===== src/sv/stt_pkg.sv =====
// Types, constants and helper functions shared by the source text tokenizer files.
// Depends on nothing; every other file of the block but stt_byte_if refers to it by scoped names.
`default_nettype none

package stt_pkg;

  // Width of the offsets carried on the result channel.
  localparam int unsigned OffW = 17;
  typedef logic [OffW-1:0] off_t;

  // Result queue geometry.
  localparam int unsigned FifoDepth = 8;
  localparam int unsigned PtrW      = 3;
  localparam int unsigned CntW      = 4;
  // Room for the largest burst that one byte can cause.
  localparam int unsigned MaxBurst  = 3;

  typedef enum logic [3:0] {
    KIND_PLUS      = 4'd0,
    KIND_SEMI      = 4'd1,
    KIND_EQ        = 4'd2,
    KIND_LPAREN    = 4'd3,
    KIND_RPAREN    = 4'd4,
    KIND_COLON     = 4'd5,
    KIND_NUMBER    = 4'd6,
    KIND_IDENT     = 4'd7,
    KIND_PRINT     = 4'd8,
    KIND_LET       = 4'd9,
    KIND_INT       = 4'd10,
    KIND_FLOAT     = 4'd11,
    KIND_ERROR     = 4'd12,
    KIND_EOF       = 4'd13,
    KIND_LINESTART = 4'd14
  } token_kind_e;

  typedef enum logic [2:0] {
    MODE_IDLE = 3'b001,
    MODE_NUM  = 3'b010,
    MODE_WORD = 3'b100
  } scan_mode_e;

  typedef struct packed {
    token_kind_e kind;
    off_t        start_off;
    off_t        end_off;
    logic        last;
  } token_t;

  localparam logic [7:0] CHAR_PLUS   = 8'h2B;
  localparam logic [7:0] CHAR_SEMI   = 8'h3B;
  localparam logic [7:0] CHAR_EQ     = 8'h3D;
  localparam logic [7:0] CHAR_LPAREN = 8'h28;
  localparam logic [7:0] CHAR_RPAREN = 8'h29;
  localparam logic [7:0] CHAR_COLON  = 8'h3A;
  localparam logic [7:0] CHAR_NL     = 8'h0A;
  localparam logic [7:0] CHAR_SPACE  = 8'h20;
  localparam logic [7:0] CHAR_TAB    = 8'h09;
  localparam logic [7:0] CHAR_CR     = 8'h0D;
  localparam logic [7:0] CHAR_FF     = 8'h0C;

  // Keywords packed with the earliest letter in the highest byte.
  localparam logic [39:0] WORD_PRINT = 40'h7072696E74;
  localparam logic [39:0] WORD_FLOAT = 40'h666C6F6174;
  localparam logic [39:0] WORD_LET   = 40'h00006C6574;
  localparam logic [39:0] WORD_INT   = 40'h0000696E74;

  // Classifies a finished word from its first five letters and its length.
  function automatic token_kind_e word_kind(logic [39:0] prefix, logic [2:0] count);
    if (count == 3'd5 && prefix == WORD_PRINT) return KIND_PRINT;
    if (count == 3'd5 && prefix == WORD_FLOAT) return KIND_FLOAT;
    if (count == 3'd3 && prefix == WORD_LET)   return KIND_LET;
    if (count == 3'd3 && prefix == WORD_INT)   return KIND_INT;
    return KIND_IDENT;
  endfunction

endpackage

`default_nettype wire


===== src/sv/stt_byte_if.sv =====
// Valid/ready channel that carries one byte of source text per request.
// Depends on nothing.
`default_nettype none

interface stt_byte_if;
  logic       valid;
  logic       ready;
  logic [7:0] char_code;
  logic       final_char;

  modport source (output valid, char_code, final_char, input ready);
  modport sink (input valid, char_code, final_char, output ready);
endinterface

`default_nettype wire


===== src/sv/stt_token_if.sv =====
// Valid/ready channel that carries one token record per request.
// Depends on stt_pkg for the offset width.
`default_nettype none

interface stt_token_if;
  logic                     valid;
  logic                     ready;
  logic [3:0]               token_kind;
  logic [stt_pkg::OffW-1:0] start_offset;
  logic [stt_pkg::OffW-1:0] end_offset;
  logic                     run_last;

  modport source (output valid, token_kind, start_offset, end_offset, run_last, input ready);
  modport sink (input valid, token_kind, start_offset, end_offset, run_last, output ready);
endinterface

`default_nettype wire


===== src/sv/source_text_tokenizer_core.sv =====
// Top level of the source text tokenizer: byte classifier, scan state and result queue.
// Depends on stt_pkg, stt_byte_if and stt_token_if.
//
// Usage: source text enters on byte_i, one byte per request, with final_char set on
// the last byte of a source. Tokens leave on token_o as kind, start offset and end
// offset; run_last marks the last token caused by one byte. A byte causes zero to
// three tokens: the close of a pending number or word, its own token, and on the
// final byte the close of a token still open plus the end-of-file token.
// Every token of a byte is registered into the result queue when the byte is
// accepted, and is offered on token_o once the tokens queued ahead of it are taken.
// Throughput: one byte per cycle while token_o is not stalled and bytes cause at
// most one token each. The result queue holds eight tokens and byte_i.ready is high
// while at least three entries are free, so bursts are absorbed and the rate is set
// by the queue drain. A stall on token_o holds the head token stable; the input keeps
// flowing until fewer than three queue entries are free.
// Reset clears the scan state to idle at offset zero and empties the queue. After
// a final byte the scan state returns to the same values, so the next byte starts a
// new source at offset zero. Positions saturate at MAX_SOURCE_BYTES.
`default_nettype none

module source_text_tokenizer_core #(
  parameter int unsigned MAX_SOURCE_BYTES = 65536
) (
  input  wire         clk_i,
  input  wire         rst_ni,
  stt_byte_if.sink    byte_i,
  stt_token_if.source token_o
);

  localparam int unsigned PosW = $clog2(MAX_SOURCE_BYTES + 1);
  localparam logic [PosW-1:0] PosMax = PosW'(MAX_SOURCE_BYTES);
  localparam logic [stt_pkg::CntW-1:0] ReadyLimit =
    stt_pkg::CntW'(stt_pkg::FifoDepth - stt_pkg::MaxBurst);

  // Scan state.
  stt_pkg::scan_mode_e mode_q, mode_d;
  logic [PosW-1:0]     pos_q, pos_d;
  logic [PosW-1:0]     tb_q, tb_d;
  logic [39:0]         prefix_q, prefix_d;
  logic [2:0]          count_q, count_d;

  // Result queue.
  stt_pkg::token_t             fifo_q [stt_pkg::FifoDepth];
  logic [stt_pkg::PtrW-1:0]    wr_ptr_q, rd_ptr_q;
  logic [stt_pkg::CntW-1:0]    fill_q;

  logic                  accept, pop;
  logic [7:0]            c;
  logic                  fin;
  logic [PosW-1:0]       pos_nx;
  stt_pkg::off_t         p_off, nx_off;
  logic                  is_digit, is_alpha, is_ws, is_nl;
  logic                  punct_v;
  stt_pkg::token_kind_e  punct_kind;

  logic                  taken;
  stt_pkg::scan_mode_e   mid_mode;
  logic [PosW-1:0]       mid_tb;
  logic [39:0]           mid_prefix;
  logic [2:0]            mid_count;

  // Candidate tokens in output order: pending close, own token, final close, eof.
  stt_pkg::token_t       cand [4];
  logic [3:0]            cand_v;
  logic [3:0]            cand_last;
  logic [stt_pkg::PtrW-1:0] wr_idx [4];
  logic [1:0]            push_n;

  assign accept = byte_i.valid && byte_i.ready;
  assign pop    = token_o.valid && token_o.ready;
  assign byte_i.ready = (fill_q <= ReadyLimit);

  assign c   = byte_i.char_code;
  assign fin = byte_i.final_char;

  assign pos_nx = (pos_q == PosMax) ? PosMax : pos_q + PosW'(1);
  assign p_off  = stt_pkg::off_t'(pos_q);
  assign nx_off = stt_pkg::off_t'(pos_nx);

  assign is_digit = (c >= 8'h30) && (c <= 8'h39);
  assign is_alpha = ((c >= 8'h61) && (c <= 8'h7A)) || ((c >= 8'h41) && (c <= 8'h5A));
  assign is_ws    = (c == stt_pkg::CHAR_SPACE) || (c == stt_pkg::CHAR_TAB) ||
                    (c == stt_pkg::CHAR_CR) || (c == stt_pkg::CHAR_FF);
  assign is_nl    = (c == stt_pkg::CHAR_NL);

  always_comb begin
    punct_v    = 1'b1;
    punct_kind = stt_pkg::KIND_ERROR;
    unique case (c)
      stt_pkg::CHAR_PLUS:   punct_kind = stt_pkg::KIND_PLUS;
      stt_pkg::CHAR_SEMI:   punct_kind = stt_pkg::KIND_SEMI;
      stt_pkg::CHAR_EQ:     punct_kind = stt_pkg::KIND_EQ;
      stt_pkg::CHAR_LPAREN: punct_kind = stt_pkg::KIND_LPAREN;
      stt_pkg::CHAR_RPAREN: punct_kind = stt_pkg::KIND_RPAREN;
      stt_pkg::CHAR_COLON:  punct_kind = stt_pkg::KIND_COLON;
      default:              punct_v    = 1'b0;
    endcase
  end

  // Per-byte scan: close or extend the pending token, then classify the byte.
  always_comb begin
    taken       = 1'b0;
    cand_v      = '0;
    cand[0]     = '{kind: stt_pkg::KIND_NUMBER, start_off: stt_pkg::off_t'(tb_q),
                    end_off: p_off, last: 1'b0};
    mid_mode    = mode_q;
    mid_tb      = tb_q;
    mid_prefix  = prefix_q;
    mid_count   = count_q;

    unique case (mode_q)
      stt_pkg::MODE_NUM: begin
        if (is_digit) begin
          taken = 1'b1;
        end else begin
          cand_v[0] = 1'b1;
          mid_mode  = stt_pkg::MODE_IDLE;
        end
      end
      stt_pkg::MODE_WORD: begin
        if (is_alpha || is_digit) begin
          taken = 1'b1;
          if (count_q < 3'd5) begin
            mid_prefix = {prefix_q[31:0], c};
          end
          if (count_q < 3'd6) begin
            mid_count = count_q + 3'd1;
          end
        end else begin
          cand_v[0]    = 1'b1;
          cand[0].kind = stt_pkg::word_kind(prefix_q, count_q);
          mid_mode     = stt_pkg::MODE_IDLE;
        end
      end
      default: mid_mode = stt_pkg::MODE_IDLE;
    endcase

    cand[1] = '{kind: stt_pkg::KIND_ERROR, start_off: p_off, end_off: nx_off, last: 1'b0};
    if (!taken) begin
      priority if (is_ws) begin
        cand_v[1] = 1'b0;
      end else if (is_nl) begin
        cand_v[1]         = 1'b1;
        cand[1].kind      = stt_pkg::KIND_LINESTART;
        cand[1].start_off = nx_off;
      end else if (punct_v) begin
        cand_v[1]    = 1'b1;
        cand[1].kind = punct_kind;
      end else if (is_digit) begin
        mid_mode = stt_pkg::MODE_NUM;
        mid_tb   = pos_q;
      end else if (is_alpha) begin
        mid_mode   = stt_pkg::MODE_WORD;
        mid_tb     = pos_q;
        mid_prefix = {32'h0, c};
        mid_count  = 3'd1;
      end else begin
        cand_v[1] = 1'b1;
      end
    end

    // The final byte closes whatever is still open and ends the source.
    cand_v[2] = fin && (mid_mode != stt_pkg::MODE_IDLE);
    cand[2]   = '{kind: (mid_mode == stt_pkg::MODE_NUM) ? stt_pkg::KIND_NUMBER
                        : stt_pkg::word_kind(mid_prefix, mid_count),
                  start_off: stt_pkg::off_t'(mid_tb), end_off: nx_off, last: 1'b0};
    cand_v[3] = fin;
    cand[3]   = '{kind: stt_pkg::KIND_EOF, start_off: nx_off, end_off: nx_off, last: 1'b0};

    if (fin) begin
      mode_d   = stt_pkg::MODE_IDLE;
      pos_d    = '0;
      tb_d     = '0;
      prefix_d = '0;
      count_d  = '0;
    end else begin
      mode_d   = mid_mode;
      pos_d    = pos_nx;
      tb_d     = mid_tb;
      prefix_d = mid_prefix;
      count_d  = mid_count;
    end
  end

  // Pack the valid candidates into consecutive queue slots and mark the last one.
  always_comb begin
    logic [1:0] slot;
    logic       later;
    slot  = '0;
    later = 1'b0;
    for (int i = 0; i < 4; i++) begin
      wr_idx[i] = wr_ptr_q + stt_pkg::PtrW'(slot);
      slot      = slot + 2'(cand_v[i]);
    end
    push_n = slot;
    for (int i = 3; i >= 0; i--) begin
      cand_last[i] = cand_v[i] && !later;
      later        = later || cand_v[i];
    end
  end

  always_ff @(posedge clk_i or negedge rst_ni) begin
    if (!rst_ni) begin
      mode_q   <= stt_pkg::MODE_IDLE;
      pos_q    <= '0;
      tb_q     <= '0;
      prefix_q <= '0;
      count_q  <= '0;
    end else if (accept) begin
      mode_q   <= mode_d;
      pos_q    <= pos_d;
      tb_q     <= tb_d;
      prefix_q <= prefix_d;
      count_q  <= count_d;
    end
  end

  always_ff @(posedge clk_i or negedge rst_ni) begin
    if (!rst_ni) begin
      wr_ptr_q <= '0;
      rd_ptr_q <= '0;
      fill_q   <= '0;
    end else begin
      if (accept) begin
        wr_ptr_q <= wr_ptr_q + stt_pkg::PtrW'(push_n);
      end
      if (pop) begin
        rd_ptr_q <= rd_ptr_q + stt_pkg::PtrW'(1);
      end
      fill_q <= fill_q + (accept ? stt_pkg::CntW'(push_n) : '0) -
                stt_pkg::CntW'(pop);
    end
  end

  always_ff @(posedge clk_i) begin
    for (int i = 0; i < 4; i++) begin
      if (accept && cand_v[i]) begin
        fifo_q[wr_idx[i]] <= '{kind: cand[i].kind, start_off: cand[i].start_off,
                               end_off: cand[i].end_off, last: cand_last[i]};
      end
    end
  end

  assign token_o.valid        = (fill_q != '0);
  assign token_o.token_kind   = fifo_q[rd_ptr_q].kind;
  assign token_o.start_offset = fifo_q[rd_ptr_q].start_off;
  assign token_o.end_offset   = fifo_q[rd_ptr_q].end_off;
  assign token_o.run_last     = fifo_q[rd_ptr_q].last;

endmodule

`default_nettype wire


===== src/flat_wrapper.sv =====
// flat-port wrapper written by rule: the top's interface ports become plain ports
module source_text_tokenizer_core_flat 
#(
  parameter int unsigned MAX_SOURCE_BYTES = 65536
)
  (clk_i, rst_ni, byte_i_valid, byte_i_char_code, byte_i_final_char, byte_i_ready, token_o_valid, token_o_token_kind, token_o_start_offset, token_o_end_offset, token_o_run_last, token_o_ready);
  stt_byte_if byte_i_i ();
  stt_token_if token_o_i ();
  input  wire clk_i;
  input  wire rst_ni;
  input wire logic [$bits(byte_i_i.valid)-1:0] byte_i_valid;
  input wire logic [$bits(byte_i_i.char_code)-1:0] byte_i_char_code;
  input wire logic [$bits(byte_i_i.final_char)-1:0] byte_i_final_char;
  output wire logic [$bits(byte_i_i.ready)-1:0] byte_i_ready;
  output wire logic [$bits(token_o_i.valid)-1:0] token_o_valid;
  output wire logic [$bits(token_o_i.token_kind)-1:0] token_o_token_kind;
  output wire logic [$bits(token_o_i.start_offset)-1:0] token_o_start_offset;
  output wire logic [$bits(token_o_i.end_offset)-1:0] token_o_end_offset;
  output wire logic [$bits(token_o_i.run_last)-1:0] token_o_run_last;
  input wire logic [$bits(token_o_i.ready)-1:0] token_o_ready;
  assign byte_i_i.valid = byte_i_valid;
  assign byte_i_i.char_code = byte_i_char_code;
  assign byte_i_i.final_char = byte_i_final_char;
  assign byte_i_ready = byte_i_i.ready;
  assign token_o_valid = token_o_i.valid;
  assign token_o_token_kind = token_o_i.token_kind;
  assign token_o_start_offset = token_o_i.start_offset;
  assign token_o_end_offset = token_o_i.end_offset;
  assign token_o_run_last = token_o_i.run_last;
  assign token_o_i.ready = token_o_ready;
  source_text_tokenizer_core #(.MAX_SOURCE_BYTES(MAX_SOURCE_BYTES)) u_core (.clk_i(clk_i), .rst_ni(rst_ni), .byte_i(byte_i_i), .token_o(token_o_i));
endmodule

===== config.mk =====
export PLATFORM = sky130hd
export DESIGN_NAME = source_text_tokenizer_core_flat
export DESIGN_NICKNAME = d
export VERILOG_FILES = /design/src/sv/stt_pkg.sv /design/src/sv/stt_byte_if.sv /design/src/sv/stt_token_if.sv /design/src/sv/source_text_tokenizer_core.sv /design/src/flat_wrapper.sv
export SDC_FILE = /design/constraint.sdc
export NUM_CORES = 1
export LEC_CHECK = 0
export ABC_AREA = 1
export CAP_MARGIN = 5
export CORE_MARGIN = 5
export CORE_UTILIZATION = 53
export CTS_CLUSTER_DIAMETER = 200
export DETAILED_ROUTE_END_ITERATION = 10
export DONT_BUFFER_PORTS = 1
export GPL_TIMING_DRIVEN = 0
export HOLD_SLACK_MARGIN = 0.1
export PLACE_DENSITY = 0.72
export SLEW_MARGIN = 10
export SYNTH_ARGS = -nofsm -noshare
export SYNTH_HDL_FRONTEND = slang
export SYNTH_SLANG_ARGS = --single-unit

===== constraint.sdc =====
create_clock -name clk_i -period 5.01 [get_ports clk_i]
set_input_delay 1.503 -clock clk_i [delete_from_list [all_inputs] [get_ports clk_i]]
set_output_delay 1.503 -clock clk_i [all_outputs]
set_load 0.005 [all_outputs]

# ---- After elaboration in Yosys (flattened, before gate mapping)
# Memory sizes are Yosys's and may differ from the RTL's.
# Index checks and enable logic that the tools add are counted.
dict set report totals {
  ff_bits 90
  latch_bits 0
  elab_cells 209
  rom_bits 0
  memories 1
  input_bits 13
  ramBits 312
}
dict set report op_classes {
  add_sub_neg 12
  mux 117
  div 0
  eq_ne 28
  n_bitwise 0
  n_reduce_logical 34
  magnitude_cmp 9
  shifts 0
  n_mul 0
}
# memory depth width read_ports rd_ports_with_merged_regs write_ports line_no
set memory_table {}
lappend memory_table {u_core.fifo_q 8 39 1 0 3 source_text_tokenizer_core.sv:43} ;# stt_pkg::token_t fifo_q [stt_pkg::FifoDepth];
# op n
set ops {}
lappend ops {{$mux 40} 10}
lappend ops {{$mux 17} 10}
lappend ops {{$eq 40x23->1 const B} 4}
lappend ops {{$eq 40x39->1 const B} 4}
lappend ops {{$mux 4} 21}
lappend ops {{$mux 3} 20}
lappend ops {{$eq 8x6->1 const B} 7}
lappend ops {{$mux 1} 48}
lappend ops {{$mux 21} 2}
lappend ops {{$mux 39} 1}
lappend ops {{$reduce_or 39->1} 1}
lappend ops {{$eq 8x4->1 const B} 4}
lappend ops {{$pmux 4 s6} 1}
lappend ops {{$logic_and 1x1->1} 21}
lappend ops {{$add 17x1->17 const B} 1}
lappend ops {{$eq 17x17->1 const B} 1}
lappend ops {{$ge 8x7->1 const B} 2}
lappend ops {{$le 8x7->1 const B} 2}
lappend ops {{$eq 3x2->1 const B} 4}
lappend ops {{$add 3x2->3} 3}
lappend ops {{$eq 3x3->1 const B} 3}
lappend ops {{$ge 8x6->1 const B} 1}
lappend ops {{$le 8x6->1 const B} 1}
lappend ops {{$logic_or 1x1->1} 7}
lappend ops {{15 further kinds} 21}

# ---- Depth between registers and ports, before layout
dict set report logic_depth {
  ltp_word 27
  depth_mapped 29
}

# ---- Worst setup path before layout
# Ideal clock, no wire load.
dict set report synth_path {
  path_kind {input to register}
  start {input port byte_i_char_code[0]}
  end {memory u_core.fifo_q[1][0] in the netlist's numbering (enable)}
  setup_time_ns 0.393
  arrival_time_ns 5.637
  slack_ns -1.019
  cell_stages 23
  cell_sequence {nor2_1 > nand3_1 > nand3_2 > nand2_4 > buf_2 > nor2_2 > inv_1 > o21ai_2 > inv_1 > fa_1 > inv_1 > ha_1 > fa_1 > or2_2 > nand2_1 > inv_1 > nor2_1 > inv_1 > nor2_1 > inv_1 > clkbuf_1 > clkbuf_1 > nand2_1}
}
# item line_no
set synth_rtl {}
lappend synth_rtl {{start: declaration} flat_wrapper.sv:12} ;# input wire logic [$bits(byte_i_i.char_code)-1:0] byte_i_char_code;
lappend synth_rtl {{end: declaration} source_text_tokenizer_core.sv:43}

# ---- Worst setup path in the final report
dict set report layout_path {
  start {register u_core.rd_ptr_q[1] in the netlist's numbering}
  end {output port token_o_start_offset[10]}
}
dict set report layout_via {
  elab_chain_len 1
}
# item line_no
set layout_rtl {}
lappend layout_rtl {{start: declaration} source_text_tokenizer_core.sv:44} ;# logic [stt_pkg::PtrW-1:0] wr_ptr_q, rd_ptr_q;
lappend layout_rtl {{start signal: assignment} source_text_tokenizer_core.sv:228} ;# rd_ptr_q <= rd_ptr_q + stt_pkg::PtrW'(1);
lappend layout_rtl {{$mem_v2 8x39} --}
lappend layout_rtl {{end: declaration} flat_wrapper.sv:17} ;# output wire logic [$bits(token_o_i.start_offset)-1:0] token_o_start_offset;
# No other way between the ends.

==> results by group <==
Outcome
  • Failing checks: negative setup slack
  • Status: finished with violations

Critical path
  • Data arrival, critical path: between 3 and 4 ns
  • Startpoint Class: register
  • CP endpoint kind: output pin
  • Max Fanout on Critical Path: 10
  • Worst setup path class: register to output pin
  • WP data required: between 3 and 4 ns

STA
  • Final period util: 101%
  • Final Slew Violations: 0
  • RSZ-0062 raised after global routing: true
  • Worst setup margin: -0.0361 ns
  • Final-report setup violation count: 2
  • Post-route clock skew: around 0.019 ns
  • Worst slew pin tran: ~1.2 ns
  • Hold Violations, Final: 0
  • Slew headroom: approximately a fifth
  • Fmax: just under 0.2 GHz
  • Period minus WS final: just over 5 ns

Logic synthesis
  • Synth top area cells: edfxtp_1 (36%), dfrtp_1 (9.7%), nand2_1 (9.6%), o21ai_0 (8.9%), nor2_1 (5.9%)
  • Mapped cell area: 23100 um^2
  • Synth unique cells: 53
  • Synth top area share: a little over a third
  • Syn Inst Count: 2869
  • Commonest cells in the netlist: nand2_1 (589), o21ai_0 (409), nor2_1 (362)
  • Syn Area/Cell: 8.04 um^2
  • Asr flop ratio synth: approximately 22%
  • Register bit total from synthesis: ~400
  • Syn Nets: roughly 2900
  • Count leader, synth: nand2_1
  • Yosys warns: 0
  • Register area share after synthesis: about half
  • Post-synth EDFFs: 280
  • Predominant post-synthesis flop cell: edfxtp_1
  • Synth area leader: edfxtp_1

Layout
  • Post-layout util: approximately 62%
  • Area grow syn2layout: 16.5%
  • Layout cell share with drive strength beyond 1: 11.4%
  • Fin nets: about 3000

GRT
  • Initial antenna violation count: 3
  • Largest net degree at the start of global routing: 91
  • Total grt overflow: 0
  • First-pass GRT wire length: 143 mm
  • Vias in the first global route: 22000
  • Total track usage: about 40%

Flow run
  • Max Cap Violations: 0

Detailed routing
  • Avg Vias per Cell: roughly 6.6
  • First-pass iteration count of the detailed router: 7
  • DRT iter0 DRCs: between 3000 and 4000
  • Vias after detailed routing: ~24000
  • Residual DRC: 0
  • WL/cell: 27.9 um
  • Antenna Nets Post-Route: 0
  • Final WL: 100 mm

CTS
  • Number of buffers created by CTS: 45
  • Clock Path Buffers: 3
  • Root Driver: clkbuf_16
  • Worst-skew pair later-pin latency: 0.59 ns
  • Clock Sinks: 402
  • Clock transition at path regs: around 0.060 ns
  • CTS tree: done
  • CTS H-Tree Depth: 2

Power and ir drop
  • Leakage: ~11 nW
  • Power Total: between 15 and 20 mW
  • Pwr dens: ~560 nW/um^2
  • Peak supply drop: roughly 340 uV

Placement
  • IO Port Bufs: 0
  • Detail Placement HPWL: 69.2 mm
  • Gpl congestion: just over 1

Die
  • Die width: between 200 and 250 um
  • Initial core utilization: 53.6%
  • Rows: 76
  • Die height: between 200 and 250 um
  • Top Ports: 54
  • CORE AREA: between 40000 and 50000 um^2
  • Die area: 47800 um^2

Hold path
  • Hold Path Class: register to register
-- state kept, by name, summed over array words and instances, names as in the netlist --
| register | cells |
|---|---|
| u_core.count_q | 3 |
| u_core.fifo_q | 312 |
| u_core.fill_q | 4 |
| u_core.mode_q | 3 |
| u_core.p_off | 17 |
| u_core.prefix_q | 40 |
| u_core.rd_ptr_q | 3 |
| u_core.tb_q | 17 |
| u_core.wr_ptr_q | 3 |
-- logic make-up after synthesis --
group | count (synthesis) | share of synthesized area, %
and+or+nand+nor | 1159 | 20.9
DFF | 402 | 49.0
buffers and inverters | 489 | 8.26
AOI/OAI and AO/OA | 786 | 20.0
adders and majority gates | 23 | 1.41
xor gates and xnor gates | 9 | 0.342
muxes | 1 | 0.0434
-- layout make-up --
type | count | area [um^2]
tap | 585 | 732
clock inverter | 31 | 334
multi-input combinational | 1996 | 10600
sequential | 402 | 11300
buffer | 200 | 1100
clock buffer | 51 | 1180
antenna | 1 | 2.50
timing repair buffer | 43 | 469
fill | 3733 | 16200
inverter | 288 | 1120
-- worst paths after layout --
| check | startpoint | to | slack [ns] | depth (start not counted) |
|---|---|---|---|---|
| worst max-delay path | u_core.rd_ptr_q[1]$_DFFE_PN0P_ | token_o_start_offset[10] | -0.04 | 7 |
| worst min-delay path | u_core.fifo_q[6][36]$_SDFFE_PP0P_ | u_core.fifo_q[6][36]$_SDFFE_PP0P_ | 0.48 | 2 |
| worst max register to register | u_core.fill_q[3]$_DFF_PN0_ | u_core.fifo_q[1][29]$_DFFE_PP_ | 0.22 | 26 |
| worst min register to register | u_core.fifo_q[6][36]$_SDFFE_PP0P_ | u_core.fifo_q[6][36]$_SDFFE_PP0P_ | 0.48 | 2 |
| max in group asynchronous | rst_ni | u_core.mode_q[0]$_DFFE_PN1P_ | 4.16 | 0 |
| min in group asynchronous | rst_ni | u_core.wr_ptr_q[2]$_DFFE_PN0P_ | 0.60 | 0 |
-- routing by layer --
metal	wire, um	vias to the layer above	track usage (%)	part of all wire (%)
met5	0	-	0	0
met4	6320	0	20.2	6.3
met3	14600	414	11.5	15
met2	43600	1964	62.0	43
met1	35800	11200	52.7	36
li1	-	10200	-	-
-- metrics by stage --
stage,area [um^2],std cells,TNS [ns],hold WS (ns),setup WS [ns]
after floorplan,23300,2869,-0.338,0.437,-0.00965
after global placement,24000,3454,-438.08,0.454,-1.21
after detailed placement,24000,3454,-475.96,0.459,-1.24
after CTS,26100,3559,-0.592,0.477,-0.0483
after global routing,26900,3597,-8.13,0.496,-0.141
final,26900,3597,-0.0620,0.482,-0.0361
-- timing repair --
item / 4_1_cts / 5_1_grt
setup buffers: 12 / 29
pin swaps: 10 / 21
gates cloned: 12 / 8
hold buffers: 0 / 0
endpoints found under the setup margin: 515 / 565
resized for setup: 98 / 123
-- worst max-delay path: stages (launching register included) --
cell	delay, ns
dfrtp_1	0.35
clkbuf_1	0.49
clkinv_1	0.47
clkbuf_1	0.53
clkbuf_2	0.49
nor2_1	0.17
o21ai_0	0.09
a31oi_1	0.35
-- where the power goes --
| group | switching, mW | total [mW] | internal, mW | leakage [nW] |
|---|---|---|---|---|
| sequential | 0.343 | 4.84 | 4.49 | 4.09 |
| clock | 1.45 | 3.50 | 2.05 | 0.745 |
| combinational | 4.96 | 6.84 | 1.88 | 5.79 |
-- layout by cell type (no fill, tap or decap), types with 19 or more instances in the layout --
cell type	netlist	layout
buf_4	2	48
dfxtp_1	32	32
nand2_1	589	574
nor2_1	362	344
clkbuf_1	143	103
inv_1	267	249
inv_2	10	19
o21ai_0	409	405
edfxtp_1	280	280
nand3_1	86	84
a21oi_1	61	57
buf_2	45	28
o21ai_1	23	27
nand2_8	0	22
nand4_1	53	53
o221ai_1	89	86
clkinv_1	11	21
o22ai_1	116	112
clkbuf_16	0	48
a31oi_1	43	43
dfrtp_1	89	89
Power figures use the tool's default switching activity.
